`config.mk`:
```
export PLATFORM = sky130hd
export DESIGN_NAME = battery_voltage_soc_gauge
export DESIGN_NICKNAME = d
export VERILOG_FILES = /design/src/hdl/bvsg_pkg.sv /design/src/hdl/bvsg_div.sv /design/src/hdl/battery_voltage_soc_gauge.sv
export VERILOG_INCLUDE_DIRS = /design/src /design/src/hdl
export SDC_FILE = /design/constraint.sdc
export NUM_CORES = 1
export LEC_CHECK = 0
export CELL_PAD_IN_SITES_DETAIL_PLACEMENT = 1
export CELL_PAD_IN_SITES_GLOBAL_PLACEMENT = 2
export CORE_MARGIN = 2
export CORE_UTILIZATION = 43
export DETAILED_ROUTE_END_ITERATION = 7
export DONT_BUFFER_PORTS = 1
export PLACE_DENSITY_LB_ADDON = 0.3
export SLEW_MARGIN = 5
export SYNTH_ARGS = -nofsm -noshare
export SYNTH_HDL_FRONTEND = slang
export SYNTH_HIERARCHICAL = 1
export SYNTH_SLANG_ARGS = --single-unit
```
`constraint.sdc`:
```
create_clock -name clk -period 8.4 [get_ports clk]
set_clock_uncertainty 0.1 [all_clocks]
set_input_delay 0.42 -clock clk [delete_from_list [all_inputs] [get_ports clk]]
set_output_delay 0.42 -clock clk [all_outputs]
set_load 0.01 [all_outputs]
```
`src/hdl/battery_voltage_soc_gauge_defines.svh`:
```
// assertion macros for the battery gauge
// no dependencies; included by modules that carry assertions
`ifndef BATTERY_VOLTAGE_SOC_GAUGE_DEFINES_SVH
`define BATTERY_VOLTAGE_SOC_GAUGE_DEFINES_SVH

// checked outside reset
`define BVSG_ASSERT(name, prop, msg) \
  name: assert property (@(posedge clk) disable iff (rst) prop) else $error(msg);

// checked on every edge, reset included
`define BVSG_ASSERT_ALWAYS(name, prop, msg) \
  name: assert property (@(posedge clk) prop) else $error(msg);

`endif

```
`src/hdl/bvsg_pkg.sv`:
```
// shared types, constants and chemistry tables for the battery gauge
// no dependencies
`timescale 1ns / 1ps

package bvsg_pkg;

  localparam int VOLT_W     = 13;
  localparam int SOC_W      = 10;
  localparam int PCT_W      = 7;
  localparam int TYPE_W     = 2;
  localparam int WIN_W      = 7;
  localparam int CFG_IDX_W  = 3;
  localparam int CFG_DATA_W = 13;
  localparam int IDX_W      = 5;
  localparam int FE_IDX_W   = 4;
  localparam int MUL_BITS   = 11;
  localparam int QUO_BITS   = 14;
  localparam int ITER_W     = 4;

  localparam int LI_POINTS = 21;
  localparam int FE_POINTS = 11;

  localparam logic [MUL_BITS-1:0] DIV_NUM  = 11'd1970;
  localparam logic [MUL_BITS-1:0] DIV_DEN  = 11'd1500;
  localparam logic [VOLT_W-1:0]   VOLT_MAX = 13'd8191;
  localparam logic [SOC_W-1:0]    SOC_FULL = 10'd1000;
  localparam logic [SOC_W-1:0]    SOC_TEN  = 10'd10;

  localparam logic [TYPE_W-1:0] BAT_ABSENT = 2'd0;
  localparam logic [TYPE_W-1:0] BAT_LI     = 2'd1;
  localparam logic [TYPE_W-1:0] BAT_FE     = 2'd2;

  localparam logic [CFG_IDX_W-1:0] REG_BATTERY_TYPE  = 3'd0;
  localparam logic [CFG_IDX_W-1:0] REG_WINDOW_LENGTH = 3'd1;
  localparam logic [CFG_IDX_W-1:0] REG_EMPTY_MV      = 3'd2;
  localparam logic [CFG_IDX_W-1:0] REG_LOW_MV        = 3'd3;
  localparam logic [CFG_IDX_W-1:0] REG_FULL_MV       = 3'd4;

  localparam logic [1:0] CODE_NONE  = 2'd0;
  localparam logic [1:0] CODE_FULL  = 2'd1;
  localparam logic [1:0] CODE_LOW   = 2'd2;
  localparam logic [1:0] CODE_EMPTY = 2'd3;

  localparam logic [TYPE_W-1:0] RST_BATTERY_TYPE = BAT_ABSENT;
  localparam logic [WIN_W-1:0]  RST_WINDOW       = 7'd16;
  localparam logic [VOLT_W-1:0] RST_EMPTY_MV     = 13'd2700;
  localparam logic [VOLT_W-1:0] RST_LOW_MV       = 13'd3180;
  localparam logic [VOLT_W-1:0] RST_FULL_MV      = 13'd3300;

  localparam logic [VOLT_W-1:0] LI_MV [LI_POINTS] = '{
    13'd3270, 13'd3610, 13'd3690, 13'd3710, 13'd3730, 13'd3750, 13'd3770,
    13'd3790, 13'd3800, 13'd3820, 13'd3840, 13'd3850, 13'd3870, 13'd3910,
    13'd3950, 13'd3980, 13'd4020, 13'd4080, 13'd4110, 13'd4150, 13'd4200};
  localparam logic [PCT_W-1:0] LI_PCT [LI_POINTS] = '{
    7'd0, 7'd5, 7'd10, 7'd15, 7'd20, 7'd25, 7'd30, 7'd35, 7'd40, 7'd45, 7'd50,
    7'd55, 7'd60, 7'd65, 7'd70, 7'd75, 7'd80, 7'd85, 7'd90, 7'd95, 7'd100};
  localparam logic [VOLT_W-1:0] FE_MV [FE_POINTS] = '{
    13'd2500, 13'd3000, 13'd3130, 13'd3200, 13'd3230, 13'd3250,
    13'd3280, 13'd3300, 13'd3330, 13'd3350, 13'd3400};
  localparam logic [PCT_W-1:0] FE_PCT [FE_POINTS] = '{
    7'd0, 7'd9, 7'd14, 7'd17, 7'd20, 7'd30, 7'd40, 7'd70, 7'd90, 7'd99, 7'd100};

  typedef struct packed {
    logic done;
    logic ovf;
  } div_stat_t;

  function automatic logic [VOLT_W-1:0] tbl_mv(input logic [TYPE_W-1:0] bt,
                                               input logic [IDX_W-1:0] i);
    logic [VOLT_W-1:0] r;
    r = '0;
    if (bt == BAT_FE) begin
      if (i < IDX_W'(FE_POINTS)) r = FE_MV[i[FE_IDX_W-1:0]];
    end else if (i < IDX_W'(LI_POINTS)) begin
      r = LI_MV[i];
    end
    return r;
  endfunction

  function automatic logic [PCT_W-1:0] tbl_pct(input logic [TYPE_W-1:0] bt,
                                               input logic [IDX_W-1:0] i);
    logic [PCT_W-1:0] r;
    r = '0;
    if (bt == BAT_FE) begin
      if (i < IDX_W'(FE_POINTS)) r = FE_PCT[i[FE_IDX_W-1:0]];
    end else if (i < IDX_W'(LI_POINTS)) begin
      r = LI_PCT[i];
    end
    return r;
  endfunction

  // index of the last segment start
  function automatic logic [IDX_W-1:0] tbl_last_seg(input logic [TYPE_W-1:0] bt);
    logic [IDX_W-1:0] r;
    if (bt == BAT_FE) r = IDX_W'(FE_POINTS - 2);
    else r = IDX_W'(LI_POINTS - 2);
    return r;
  endfunction

endpackage

```
`src/hdl/bvsg_div.sv`:
```
// iterative restoring divider, one quotient bit per cycle
// depends on bvsg_pkg
`timescale 1ns / 1ps

module bvsg_div #(
  parameter int NUM_W = 30,
  parameter int DEN_W = 18
) (
  input  logic                          clk,
  input  logic                          rst,
  input  logic                          start,
  input  logic [NUM_W-1:0]              num,
  input  logic [DEN_W-1:0]              den,
  output logic [bvsg_pkg::VOLT_W-1:0]   quot,
  output bvsg_pkg::div_stat_t           stat
);

  localparam int SH_W = DEN_W + bvsg_pkg::QUO_BITS - 1;
  localparam int R_W  = (NUM_W > SH_W) ? NUM_W : SH_W;

  logic [R_W-1:0]                    rem;
  logic [R_W-1:0]                    dvs;
  logic [bvsg_pkg::QUO_BITS-1:0]     q;
  logic [bvsg_pkg::ITER_W-1:0]       cnt;
  logic                              busy;
  logic                              done;
  logic                              ge;

  assign ge = (rem >= dvs);

  always_ff @(posedge clk) begin
    if (rst) begin
      busy <= 1'b0;
      done <= 1'b0;
      cnt  <= '0;
    end else begin
      done <= 1'b0;
      if (start) begin
        busy <= 1'b1;
        cnt  <= '0;
      end else if (busy) begin
        if (cnt == bvsg_pkg::ITER_W'(bvsg_pkg::QUO_BITS - 1)) begin
          busy <= 1'b0;
          done <= 1'b1;
        end else begin
          cnt <= cnt + 1'b1;
        end
      end
    end
  end

  always_ff @(posedge clk) begin
    if (start) begin
      rem <= R_W'(num);
      dvs <= R_W'(den) << (bvsg_pkg::QUO_BITS - 1);
      q   <= '0;
    end else if (busy) begin
      if (ge) rem <= rem - dvs;
      q   <= {q[bvsg_pkg::QUO_BITS-2:0], ge};
      dvs <= dvs >> 1;
    end
  end

  assign quot      = q[bvsg_pkg::VOLT_W-1:0];
  assign stat.done = done;
  assign stat.ovf  = q[bvsg_pkg::QUO_BITS-1];

endmodule

```
`src/hdl/battery_voltage_soc_gauge.sv`:
```
// battery gauge top level: sample averaging, divider scaling, table interpolation
// depends on bvsg_pkg, bvsg_div and battery_voltage_soc_gauge_defines.svh
// usage:
//   in channel (in_valid/in_ready, sample_mv) takes converter samples in millivolts.
//   with battery_type 0 or 3 samples are taken and dropped.
//   a sample that does not close the window is added to the sum; the block stays idle.
//   the sample that closes the window starts one reading: sum*1970/(window*1500)
//   on the shared 14-step divider, then a segment search over the chemistry table
//   (one point per cycle, up to 20), then a second divide for the interpolation.
//   the length of a reading, from that sample to the result item, is set by
//   the length of the segment search and whether the interpolation divide runs;
//   in_ready is low meanwhile.
//   out channel (out_valid/out_ready) carries voltage, charge, flags and state code
//   from an output register; further samples are taken while a result waits,
//   and a finished reading holds in its last step until the register is free.
//   cfg_we writes register cfg_index at once; write only while the block is idle.
//   reset clears the sum, the count and the output valid, and loads the
//   register defaults: no battery, window 16, empty 2700, low 3180, full 3300.
`timescale 1ns / 1ps
`include "battery_voltage_soc_gauge_defines.svh"

module battery_voltage_soc_gauge #(
  parameter int MAX_WINDOW  = 64,
  parameter int SAMPLE_BITS = 12
) (
  input  logic                              clk,
  input  logic                              rst,
  input  logic                              in_valid,
  output logic                              in_ready,
  input  logic [SAMPLE_BITS-1:0]            sample_mv,
  output logic                              out_valid,
  input  logic                              out_ready,
  output logic [bvsg_pkg::VOLT_W-1:0]       voltage_mv,
  output logic [bvsg_pkg::SOC_W-1:0]        charge_tenths,
  output logic                              full_flag,
  output logic                              low_flag,
  output logic                              empty_flag,
  output logic [1:0]                        state_code,
  input  logic                              cfg_we,
  input  logic [bvsg_pkg::CFG_IDX_W-1:0]    cfg_index,
  input  logic [bvsg_pkg::CFG_DATA_W-1:0]   cfg_data
);

  localparam int CNT_W  = $clog2(MAX_WINDOW + 1);
  localparam int SUM_W  = SAMPLE_BITS + CNT_W;
  localparam int NUM_W  = SUM_W + bvsg_pkg::MUL_BITS;
  localparam int DEN_W  = CNT_W + bvsg_pkg::MUL_BITS;
  localparam int PROD_W = bvsg_pkg::SOC_W + bvsg_pkg::VOLT_W;

  typedef enum logic [8:0] {
    S_IDLE   = 9'b000000001,
    S_SCALE  = 9'b000000010,
    S_VSTART = 9'b000000100,
    S_VDIV   = 9'b000001000,
    S_SEARCH = 9'b000010000,
    S_IMUL   = 9'b000100000,
    S_ISTART = 9'b001000000,
    S_IDIV   = 9'b010000000,
    S_OUT    = 9'b100000000
  } state_t;

  state_t state;

  // configuration registers
  logic [bvsg_pkg::TYPE_W-1:0] battery_type;
  logic [bvsg_pkg::WIN_W-1:0]  window_length;
  logic [bvsg_pkg::VOLT_W-1:0] empty_mv;
  logic [bvsg_pkg::VOLT_W-1:0] low_mv;
  logic [bvsg_pkg::VOLT_W-1:0] full_mv;

  logic [SUM_W-1:0]            sample_sum;
  logic [CNT_W-1:0]            sample_count;
  logic [CNT_W-1:0]            win_eff;
  logic [CNT_W-1:0]            count_next;
  logic [SUM_W-1:0]            sum_next;
  logic                        bat_ok;
  logic                        accept;

  logic [NUM_W-1:0]            num;
  logic [DEN_W-1:0]            den;
  logic                        div_start;
  logic [bvsg_pkg::VOLT_W-1:0] div_quot;
  bvsg_pkg::div_stat_t         div_stat;

  logic [bvsg_pkg::VOLT_W-1:0] volt;
  logic [bvsg_pkg::IDX_W-1:0]  idx;
  logic [bvsg_pkg::IDX_W-1:0]  idx_next;
  logic [bvsg_pkg::VOLT_W-1:0] seg_lo;
  logic [bvsg_pkg::VOLT_W-1:0] seg_hi;
  logic [bvsg_pkg::PCT_W-1:0]  pct_lo;
  logic [bvsg_pkg::PCT_W-1:0]  pct_hi;
  logic [bvsg_pkg::VOLT_W-1:0] lo;
  logic [bvsg_pkg::VOLT_W-1:0] span;
  logic [bvsg_pkg::SOC_W-1:0]  base;
  logic [bvsg_pkg::SOC_W-1:0]  dp;
  logic [bvsg_pkg::SOC_W-1:0]  soc;
  logic [PROD_W-1:0]           iprod;
  logic                        out_load;
  logic                        full_c;
  logic                        low_c;
  logic                        empty_c;

  assign in_ready = (state == S_IDLE);
  assign accept   = in_valid && in_ready;
  assign bat_ok   = (battery_type == bvsg_pkg::BAT_LI) ||
                    (battery_type == bvsg_pkg::BAT_FE);

  always_comb begin
    if (window_length == '0) begin
      win_eff = CNT_W'(1);
    end else if (32'(window_length) > 32'(MAX_WINDOW)) begin
      win_eff = CNT_W'(MAX_WINDOW);
    end else begin
      win_eff = CNT_W'(window_length);
    end
  end

  assign count_next = sample_count + 1'b1;
  assign sum_next   = sample_sum + SUM_W'(sample_mv);

  assign seg_lo   = bvsg_pkg::tbl_mv(battery_type, idx);
  assign idx_next = idx + 1'b1;
  assign seg_hi   = bvsg_pkg::tbl_mv(battery_type, idx_next);
  assign pct_lo   = bvsg_pkg::tbl_pct(battery_type, idx);
  assign pct_hi   = bvsg_pkg::tbl_pct(battery_type, idx_next);
  assign iprod    = PROD_W'(dp) * PROD_W'(volt - lo);

  assign div_start = (state == S_VSTART) || (state == S_ISTART);
  assign out_load  = (state == S_OUT) && (!out_valid || out_ready);

  assign full_c  = (volt >= full_mv);
  assign low_c   = (volt <= low_mv);
  assign empty_c = (volt <= empty_mv);

  always_ff @(posedge clk) begin
    if (rst) begin
      battery_type  <= bvsg_pkg::RST_BATTERY_TYPE;
      window_length <= bvsg_pkg::RST_WINDOW;
      empty_mv      <= bvsg_pkg::RST_EMPTY_MV;
      low_mv        <= bvsg_pkg::RST_LOW_MV;
      full_mv       <= bvsg_pkg::RST_FULL_MV;
    end else if (cfg_we) begin
      case (cfg_index)
        bvsg_pkg::REG_BATTERY_TYPE:  battery_type  <= cfg_data[bvsg_pkg::TYPE_W-1:0];
        bvsg_pkg::REG_WINDOW_LENGTH: window_length <= cfg_data[bvsg_pkg::WIN_W-1:0];
        bvsg_pkg::REG_EMPTY_MV:      empty_mv      <= cfg_data;
        bvsg_pkg::REG_LOW_MV:        low_mv        <= cfg_data;
        bvsg_pkg::REG_FULL_MV:       full_mv       <= cfg_data;
        default: ;
      endcase
    end
  end

  // sequencer
  always_ff @(posedge clk) begin
    if (rst) begin
      state        <= S_IDLE;
      sample_sum   <= '0;
      sample_count <= '0;
    end else begin
      case (state)
        S_IDLE: begin
          if (accept && bat_ok) begin
            sample_sum <= sum_next;
            if (count_next >= win_eff) begin
              state <= S_SCALE;
            end else begin
              sample_count <= count_next;
            end
          end
        end
        S_SCALE: begin
          sample_sum   <= '0;
          sample_count <= '0;
          state        <= S_VSTART;
        end
        S_VSTART: state <= S_VDIV;
        S_VDIV: begin
          if (div_stat.done) state <= S_SEARCH;
        end
        S_SEARCH: begin
          if (idx == '0 && volt < seg_lo) begin
            state <= S_OUT;
          end else if (volt >= seg_lo && volt <= seg_hi) begin
            state <= S_IMUL;
          end else if (idx == bvsg_pkg::tbl_last_seg(battery_type)) begin
            state <= S_OUT;
          end
        end
        S_IMUL:   state <= S_ISTART;
        S_ISTART: state <= S_IDIV;
        S_IDIV: begin
          if (div_stat.done) state <= S_OUT;
        end
        S_OUT: begin
          if (out_load) state <= S_IDLE;
        end
        default: state <= S_IDLE;
      endcase
    end
  end

  // datapath registers
  always_ff @(posedge clk) begin
    case (state)
      S_SCALE: begin
        num <= NUM_W'(sample_sum) * NUM_W'(bvsg_pkg::DIV_NUM);
        den <= DEN_W'(win_eff) * DEN_W'(bvsg_pkg::DIV_DEN);
      end
      S_VDIV: begin
        if (div_stat.done) begin
          volt <= div_stat.ovf ? bvsg_pkg::VOLT_MAX : div_quot;
          idx  <= '0;
        end
      end
      S_SEARCH: begin
        if (idx == '0 && volt < seg_lo) begin
          soc <= '0;
        end else if (volt >= seg_lo && volt <= seg_hi) begin
          lo   <= seg_lo;
          span <= seg_hi - seg_lo;
          base <= bvsg_pkg::SOC_W'(pct_lo) * bvsg_pkg::SOC_TEN;
          dp   <= bvsg_pkg::SOC_W'(pct_hi - pct_lo) * bvsg_pkg::SOC_TEN;
        end else if (idx == bvsg_pkg::tbl_last_seg(battery_type)) begin
          soc <= bvsg_pkg::SOC_FULL;
        end else begin
          idx <= idx_next;
        end
      end
      S_IMUL: begin
        num <= NUM_W'(iprod);
        den <= DEN_W'(span);
      end
      S_IDIV: begin
        if (div_stat.done) soc <= base + div_quot[bvsg_pkg::SOC_W-1:0];
      end
      default: ;
    endcase
  end

  // result register
  always_ff @(posedge clk) begin
    if (rst) begin
      out_valid <= 1'b0;
    end else if (out_load) begin
      out_valid <= 1'b1;
    end else if (out_ready) begin
      out_valid <= 1'b0;
    end
  end

  always_ff @(posedge clk) begin
    if (out_load) begin
      voltage_mv    <= volt;
      charge_tenths <= soc;
      full_flag     <= full_c;
      low_flag      <= low_c;
      empty_flag    <= empty_c;
      if (full_c) state_code <= bvsg_pkg::CODE_FULL;
      else if (low_c) state_code <= bvsg_pkg::CODE_LOW;
      else if (empty_c) state_code <= bvsg_pkg::CODE_EMPTY;
      else state_code <= bvsg_pkg::CODE_NONE;
    end
  end

  bvsg_div #(
    .NUM_W(NUM_W),
    .DEN_W(DEN_W)
  ) u_div (
    .clk   (clk),
    .rst   (rst),
    .start (div_start),
    .num   (num),
    .den   (den),
    .quot  (div_quot),
    .stat  (div_stat)
  );

  `BVSG_ASSERT_ALWAYS(a_reset_idle, rst |=> state == S_IDLE && !out_valid, "reset left block busy")
  `BVSG_ASSERT(a_div_done_wait, div_stat.done |-> state == S_VDIV || state == S_IDIV, "divider done while not waiting")
  `BVSG_ASSERT(a_vdiv_to_search, state == S_VDIV && div_stat.done |=> state == S_SEARCH, "voltage divide did not start search")
  `BVSG_ASSERT(a_soc_range, out_valid |-> charge_tenths <= bvsg_pkg::SOC_FULL, "charge above full scale")
  `BVSG_ASSERT(a_code_full, out_valid |-> (state_code == bvsg_pkg::CODE_FULL) == full_flag, "state code disagrees with full flag")

endmodule
```
Word level (Yosys, flattened, before mapping) --
Memory sizes are Yosys's and may differ from the RTL's. Index checks and enable logic that the tools add are counted.
Storage, ports and cells: flip-flop bits (word level) 314, ROM bits 1920, input bits 33, output and inout bits 30, logic and storage cells 218, memories kept 8
Operators by class: $add $sub $neg 9, multipliers 5, magnitude comparators 17, equality and inequality tests 30, multiplexer cells 74, bitwise operators 7, reductions and logical operators 36
Memories:
- (no name shown) | words 32, bits a word 13, read ports 1, clocked after Yosys merged registers in 0, wr ports 0, line bvsg_pkg.sv:75 | r = LI_MV[i];
- (no name shown) | words 32, bits a word 13, read ports 1, clocked after Yosys merged registers in 0, wr ports 0, line bvsg_pkg.sv:75
- (no name shown) | words 32, bits a word 7, read ports 1, clocked after Yosys merged registers in 0, wr ports 0, line bvsg_pkg.sv:87 | r = LI_PCT[i];
- (no name shown) | words 32, bits a word 7, read ports 1, clocked after Yosys merged registers in 0, wr ports 0, line bvsg_pkg.sv:87
- (no name shown) | words 16, bits a word 13, read ports 1, clocked after Yosys merged registers in 0, wr ports 0, line bvsg_pkg.sv:73 | if (i < IDX_W'(FE_POINTS)) r = FE_MV[i[FE_IDX_W-1:0]];
- (no name shown) | words 16, bits a word 13, read ports 1, clocked after Yosys merged registers in 0, wr ports 0, line bvsg_pkg.sv:73
- 2 more memories
Operators with widths (number):
- 13-bit two-way mux | 14
- 7-bit two-way mux | 18
- 30-bit two-way mux | 3
- 9-bit one-hot mux with 9 select lines | 1
- 9-bit two-way mux | 8
- 31-bit two-way mux | 2
- 30-bit one-hot mux with 2 select lines | 1
- 5-bit two-way mux | 9
- 10-bit two-way mux | 4
- 13-bit less-or-equal comparator | 3
- 19-bit one-hot mux with 2 select lines | 1
- 18-bit one-hot mux with 2 select lines | 1
- 31-bit >= comparator | 1
- 31-bit subtractor | 1
- 19-bit by 10-bit multiplier with 29-bit output, second input constant | 1
- 13-bit >= comparator | 2
- 9-bit by 23-bit multiplier with 22-bit output | 1
- 10-bit one-hot mux with 2 select lines | 1
- 2-bit AND reduction | 10
- 19-bit by 12-bit adder with 19-bit output | 1
- 19-bit two-way mux | 1
- 7-bit by 9-bit multiplier with 16-bit output, second input constant | 1
- 7-bit one-hot mux with 2 select lines | 1
- 2-bit nonzero test | 7
- 54 further kinds | 85

Logic depth before layout (Yosys ltp) --
depth after elaboration 18, mapped depth 29, gate-level depth less buffers 28

Modules after synthesis --
Netlist, hierarchy kept.
By module, submodules not included:
- battery_voltage_soc_gauge | times used 1, cells an instance 2530, area an instance 23571.4 um2, seq. area each 6005.8 um2
- bvsg_div | times used 1, cells an instance 515, area an instance 4893.4 um2, seq. area each 2122.0 um2

Least setup slack after synthesis --
No wires, ideal clock.
kind reg2reg, from register volt[1] (netlist name), to register num[21], data pin, library setup time 0.260 ns, data arrival time 6.517 ns, required time 8.040 ns, setup slack 1.524 ns, stages on the path, launching flop included 29, path buffers 1, period minus slack after synthesis 6.876 ns, path through edfxtp_1 inv_1 ha_1 fa_1 nor2b_1 o21ai_0 a21boi_0 o21ai_0 o21ai_0 a21o_1 a21oi_1 clkbuf_1 and2_1 fa_1 inv_1 fa_1 inv_1 fa_1 inv_1 fa_1 inv_1 ha_1 or3_1 o21ai_0 o21ai_0 a21o_1 a21oi_1 xnor2_1 mux2_2
Between the ends: cells in the longest elaborated chain, start to end 3
Ends and longest elaborated chain:
- start: declaration | line battery_voltage_soc_gauge.sv:85 | logic [bvsg_pkg::VOLT_W-1:0] volt;
- start signal: assignment | line battery_voltage_soc_gauge.sv:212 | volt <= div_stat.ovf ? bvsg_pkg::VOLT_MAX : div_quot;
- 13-bit by 13-bit subtractor with 14-bit output | line battery_voltage_soc_gauge.sv:126 | assign iprod = PROD_W'(dp) * PROD_W'(volt - lo);
- 9-bit by 23-bit multiplier with 22-bit output | line battery_voltage_soc_gauge.sv:126
- 30-bit one-hot mux with 2 select lines | line battery_voltage_soc_gauge.sv:205 | case (state)
- end signal: assignment | line battery_voltage_soc_gauge.sv:207 | num <= NUM_W'(sample_sum) * NUM_W'(bvsg_pkg::DIV_NUM);
- end signal: assignment | line battery_voltage_soc_gauge.sv:231 | num <= NUM_W'(iprod);
- end: declaration | line battery_voltage_soc_gauge.sv:79 | logic [NUM_W-1:0] num;
No other way between the ends. The select of a mux whose other input is x is not followed. A chain may end at the register's enable or synchronous reset.

Final worst setup path --
from register volt[1] (netlist name), to register num[22], data pin
Same word-level chain as after synthesis.

==> results_tabular.tex <==
\begin{tabular}{lr}
\hline
Metric & Value \\
\hline
\multicolumn{2}{l}{\textbf{Outcome}} \\
Outcome & completed \\
\multicolumn{2}{l}{\textbf{Global route}} \\
Initial antenna violation count & 0 \\
Final global-route overflow total & 0 \\
Vias in the first global route & around 23000 \\
Maximum number of pins on one net before global-route repair & 96 \\
Wire length of the first global-routing pass & 128000 um \\
Global-route usage over all layers & 0.239 \\
\multicolumn{2}{l}{\textbf{Power}} \\
Portion of total power attributed to combinational logic & 0.076 \\
Clock network power share & 0.487 \\
Cell Int Power & roughly 2800 uW \\
Pwr per Cell Area & 121 nW/um\^{}2 \\
Maximum VDD drop & about 170 uV \\
Switching part of the total power & 0.244 \\
Net Switching & 911 uW \\
Static Leakage & 0.0142 uW \\
Total power & around 3700 uW \\
Sequential fraction of design power & 0.437 \\
\multicolumn{2}{l}{\textbf{CTS}} \\
Clock insertion delay at the later pin of the skew report & 0.59 ns \\
Clock Root Buffer & sky130\_fd\_sc\_hd\_\_clkbuf\_16 \\
Clock edge transition at the registers on the reported setup and hold paths & 0.06 ns \\
H-tree depth & 2 \\
\# clock sinks & 310 \\
Clock buffers created by TritonCTS & 39 \\
Number of buffers on the longest clock path & 3 \\
\# resized after CTS & 0 \\
Clock tree from TritonCTS & built \\
\multicolumn{2}{l}{\textbf{Floorplan}} \\
Height of the die & 261 um \\
Initial core utilization & 0.434 \\
Placeable core region & 65600 sq um \\
Total Die Area & 68300 sq um \\
Die width & 261 um \\
Number of ports placed on the die boundary & between 60 and 70 \\
Floorplan row count & 94 \\
\multicolumn{2}{l}{\textbf{Route}} \\
Detail-routed via count per cell & 5.54 \\
Router iterations before antenna repair & 5 \\
Number of vias after detailed routing & 21700 \\
Number of routed nets with antenna violations & 0 \\
Violation count after the first detailed-route iteration & just over 1000 \\
WL per Instance & 20.3 um \\
\# DRC & 0 \\
DRT Wirelength & between 70000 and 80000 um \\
\multicolumn{2}{l}{\textbf{Logic synthesis}} \\
Compound-cell area share of the yosys netlist & 0.138 \\
Warnings from Yosys & 6 \\
Arithmetic-cell share of the synthesized area counting full adders, half adders and majority gates & 0.299 \\
Cells after Synth & around 3000 \\
Primary flip-flop cell chosen by synthesis mapping & sky130\_fd\_sc\_hd\_\_edfxtp\_1 \\
Fraction of the yosys area taken by sequential cells & 0.286 \\
Post-Synth Simple-Gate Area & 0.151 \\
Post-synthesis sequential element count & 310 \\
Post-synthesis share of cell area spent on xor and xnor gates & 0.0486 \\
Dominant combinational cell family by area after synthesis & adder cells \\
Average instance area after synthesis & 9.35 sq um \\
Multiplexer share of the synthesized area & 0.0164 \\
Syn Std Cell Area & 28500 sq um \\
Post-synth cell types & 90 \\
Async SR Flop Fraction & 0 \\
EDFF count, synth & 192 \\
\multicolumn{2}{l}{\textbf{Timing}} \\
Minimum clock period & 7.71 ns \\
Max Clock Freq & 130 MHz \\
Setup TNS & 0 ns \\
Hold Vio Cnt, Final & 0 \\
Part of the cycle the worst path needs & 0.918 \\
Final Setup Violations & 0 \\
Final Max Tran Viols & 0 \\
Worst-case hold slack & 0.0606 ns \\
Worst Max-Slew Pin Slew & 1.10 ns \\
Relative slew margins & 0.264 \\
RSZ-0062 raised after global routing & no \\
\multicolumn{2}{l}{\textbf{Placement}} \\
Placed cell count & 3831 \\
PortBufs & 0 \\
Routability Congestion & 0.864 \\
HPWL reported at the end of detailed placement & 61600 um \\
\multicolumn{2}{l}{\textbf{Cells and area}} \\
Final instance count without filler cells & around 4000 \\
Commonest cells after routing, fill and taps aside & sky130\_fd\_sc\_hd\_\_inv\_1 (358), sky130\_fd\_sc\_hd\_\_ha\_1 (350), sky130\_fd\_sc\_hd\_\_nand2\_1 (323), sky130\_fd\_sc\_hd\_\_fa\_1 (206), sky130\_fd\_sc\_hd\_\_nor2\_1 (195) \\
Share of post-route cells with drive strength above 1 & 0.0445 \\
Synth-to-layout area growth & 8.52\% \\
Final core utilization & 0.471 \\
Number of nets in the finished design & 3613 \\
Commonest non-fill, non-tap cell in the layout & sky130\_fd\_sc\_hd\_\_inv\_1 \\
\multicolumn{2}{l}{\textbf{Worst hold path}} \\
Worst Hold Depth & 3 \\
Worst hold path class & primary input to register \\
Min-Delay Startpoint & sample\_mv[0] \\
Min-Delay Endpoint & sample\_sum[0] \\
\multicolumn{2}{l}{\textbf{Critical path}} \\
Crit path kind & register to register \\
Type of destination of the critical path & register \\
Reg-to-Reg Start & volt[1] \\
R2R cell count & 27 \\
End of the worst register-to-register path & num[22] \\
Setup slack, reg-to-reg & 0.69 ns \\
Arr. time, crit path & 7.92 ns \\
Kind of start point of the critical path & register \\
Max Fanout on Critical Path & 12 \\
Worst EP required & 8.61 ns \\
\multicolumn{2}{l}{\textbf{Run}} \\
Max Cap Violations & 0 \\
\hline
\end{tabular}
-- how the worst max path moves through the flow --
stage,start,to
after floorplan,volt[1],num[21]
after global placement,volt[1],num[21]
after detailed placement,volt[1],num[22]
after CTS,volt[1],num[22]
after global routing,volt[1],num[22]
final,volt[1],num[22]
-- cell type report --
cell class	instances	area, sq um
Inverter	362	1360
Antenna cell	1	2.50
Clock buffer	47	1050
Timing Repair Buffer	38	343
Fill cell	7470	34700
Multi-Input combinational cell	2273	18600
Clock inverter	24	309
Sequential cell	310	8130
Tap cell	864	1080
-- metal layers --
metal	share of wire	track usage
met3	0.037	0.0364
met5	0	0
met4	0.032	0.0780
met2	0.49	0.420
met1	0.44	0.300
-- flip-flops by register name (all words and copies together) (netlist names), 9 cells and up --
signal and count:
volt 13, full_mv 13, voltage_mv 13, empty_mv 13, lo 12, low_mv 13
num 29, state 9, u_div/rem 31, u_div/dvs 31, u_div/q 14, charge_tenths 10
soc 10, dp 9, den 17, sample_sum 19, span 12, base 9
-- power by group through the flow --
stage	combinational [uW]	sequential, uW	clock (uW)
3_5_place_dp	270	1660	0
2_1_floorplan	205	1660	0
6_report	284	1630	1820
3_3_place_gp	258	1660	0
5_1_grt	325	1630	1920
4_1_cts	289	1630	1860
-- kinds of logic after synthesis --
kind of cell	Yosys count
adder cells (fa/ha/maj)	556
XOR/XNOR	158
flip-flops	310
multiplexers	45
buffers and inverters	465
AO/OA/AOI/OAI	615
other	1
AND/OR/NAND/NOR	895
-- stage by stage --
step,setup slack [ns],cell area (sq um)
2_1_floorplan,1.52,28500
3_3_place_gp,0.857,29400
5_1_grt,0.136,30900
3_5_place_dp,0.692,29400
4_1_cts,0.693,30900
6_report,0.686,30900
-- cells in the mapped netlist, drive strengths merged (10+ instances only) --
| master | instances | area, sq um |
|---|---|---|
| xor2 | 51 | 447 |
| nand4 | 21 | 131 |
| edfxtp | 192 | 5770 |
| a22o | 10 | 87.6 |
| ha | 350 | 4380 |
| o21ai | 146 | 731 |
| inv | 359 | 1350 |
| nand2b | 41 | 257 |
| clkbuf | 74 | 278 |
| nand2 | 324 | 1220 |
| mux2i | 42 | 420 |
| o31ai | 20 | 150 |
| or2 | 25 | 156 |
| o21a | 26 | 195 |
| and2 | 77 | 482 |
| dfxtp | 118 | 2360 |
| o21bai | 20 | 150 |
| a21o | 72 | 541 |
| a21oi | 187 | 951 |
| nor3 | 38 | 190 |
| a211o | 11 | 97.6 |
| a31oi | 16 | 115 |
| nor2 | 197 | 742 |
| nand3 | 53 | 265 |
| nor2b | 42 | 263 |
| xnor2 | 107 | 937 |
| or3 | 13 | 81.3 |
| buf | 29 | 129 |
| a211oi | 19 | 148 |
| and3 | 12 | 75.1 |
| fa | 206 | 4120 |
| nand3b | 15 | 113 |
-- worst max-delay path: stages (launching register included) --
cell and delay (ns):
sky130_fd_sc_hd__edfxtp_1 0.46, sky130_fd_sc_hd__inv_1 0.12, sky130_fd_sc_hd__ha_1 0.24, sky130_fd_sc_hd__fa_1 0.42, sky130_fd_sc_hd__nor2b_1 0.13, sky130_fd_sc_hd__o21ai_0 0.11
sky130_fd_sc_hd__a21boi_0 0.34, sky130_fd_sc_hd__o21ai_0 0.24, sky130_fd_sc_hd__o21ai_0 0.37, sky130_fd_sc_hd__a21o_1 0.17, sky130_fd_sc_hd__a21oi_1 0.23, sky130_fd_sc_hd__and2_1 0.28
sky130_fd_sc_hd__fa_1 0.54, sky130_fd_sc_hd__inv_1 0.16, sky130_fd_sc_hd__fa_1 0.58, sky130_fd_sc_hd__inv_1 0.06, sky130_fd_sc_hd__fa_1 0.48, sky130_fd_sc_hd__inv_1 0.06
sky130_fd_sc_hd__fa_1 0.52, sky130_fd_sc_hd__inv_1 0.04, sky130_fd_sc_hd__ha_1 0.19, sky130_fd_sc_hd__or3_1 0.40, sky130_fd_sc_hd__o21ai_0 0.36, sky130_fd_sc_hd__o221ai_1 0.24
sky130_fd_sc_hd__a21oi_1 0.21, sky130_fd_sc_hd__xnor2_1 0.16, sky130_fd_sc_hd__xnor2_1 0.14, sky130_fd_sc_hd__o21ai_0 0.09
-- timing repair --
item	4_1_cts	5_1_grt
setup buffers	0	0
hold buffers	16	0
hold endpoints to repair	79	0
No activity file was read; power rests on OpenSTA's default activity.
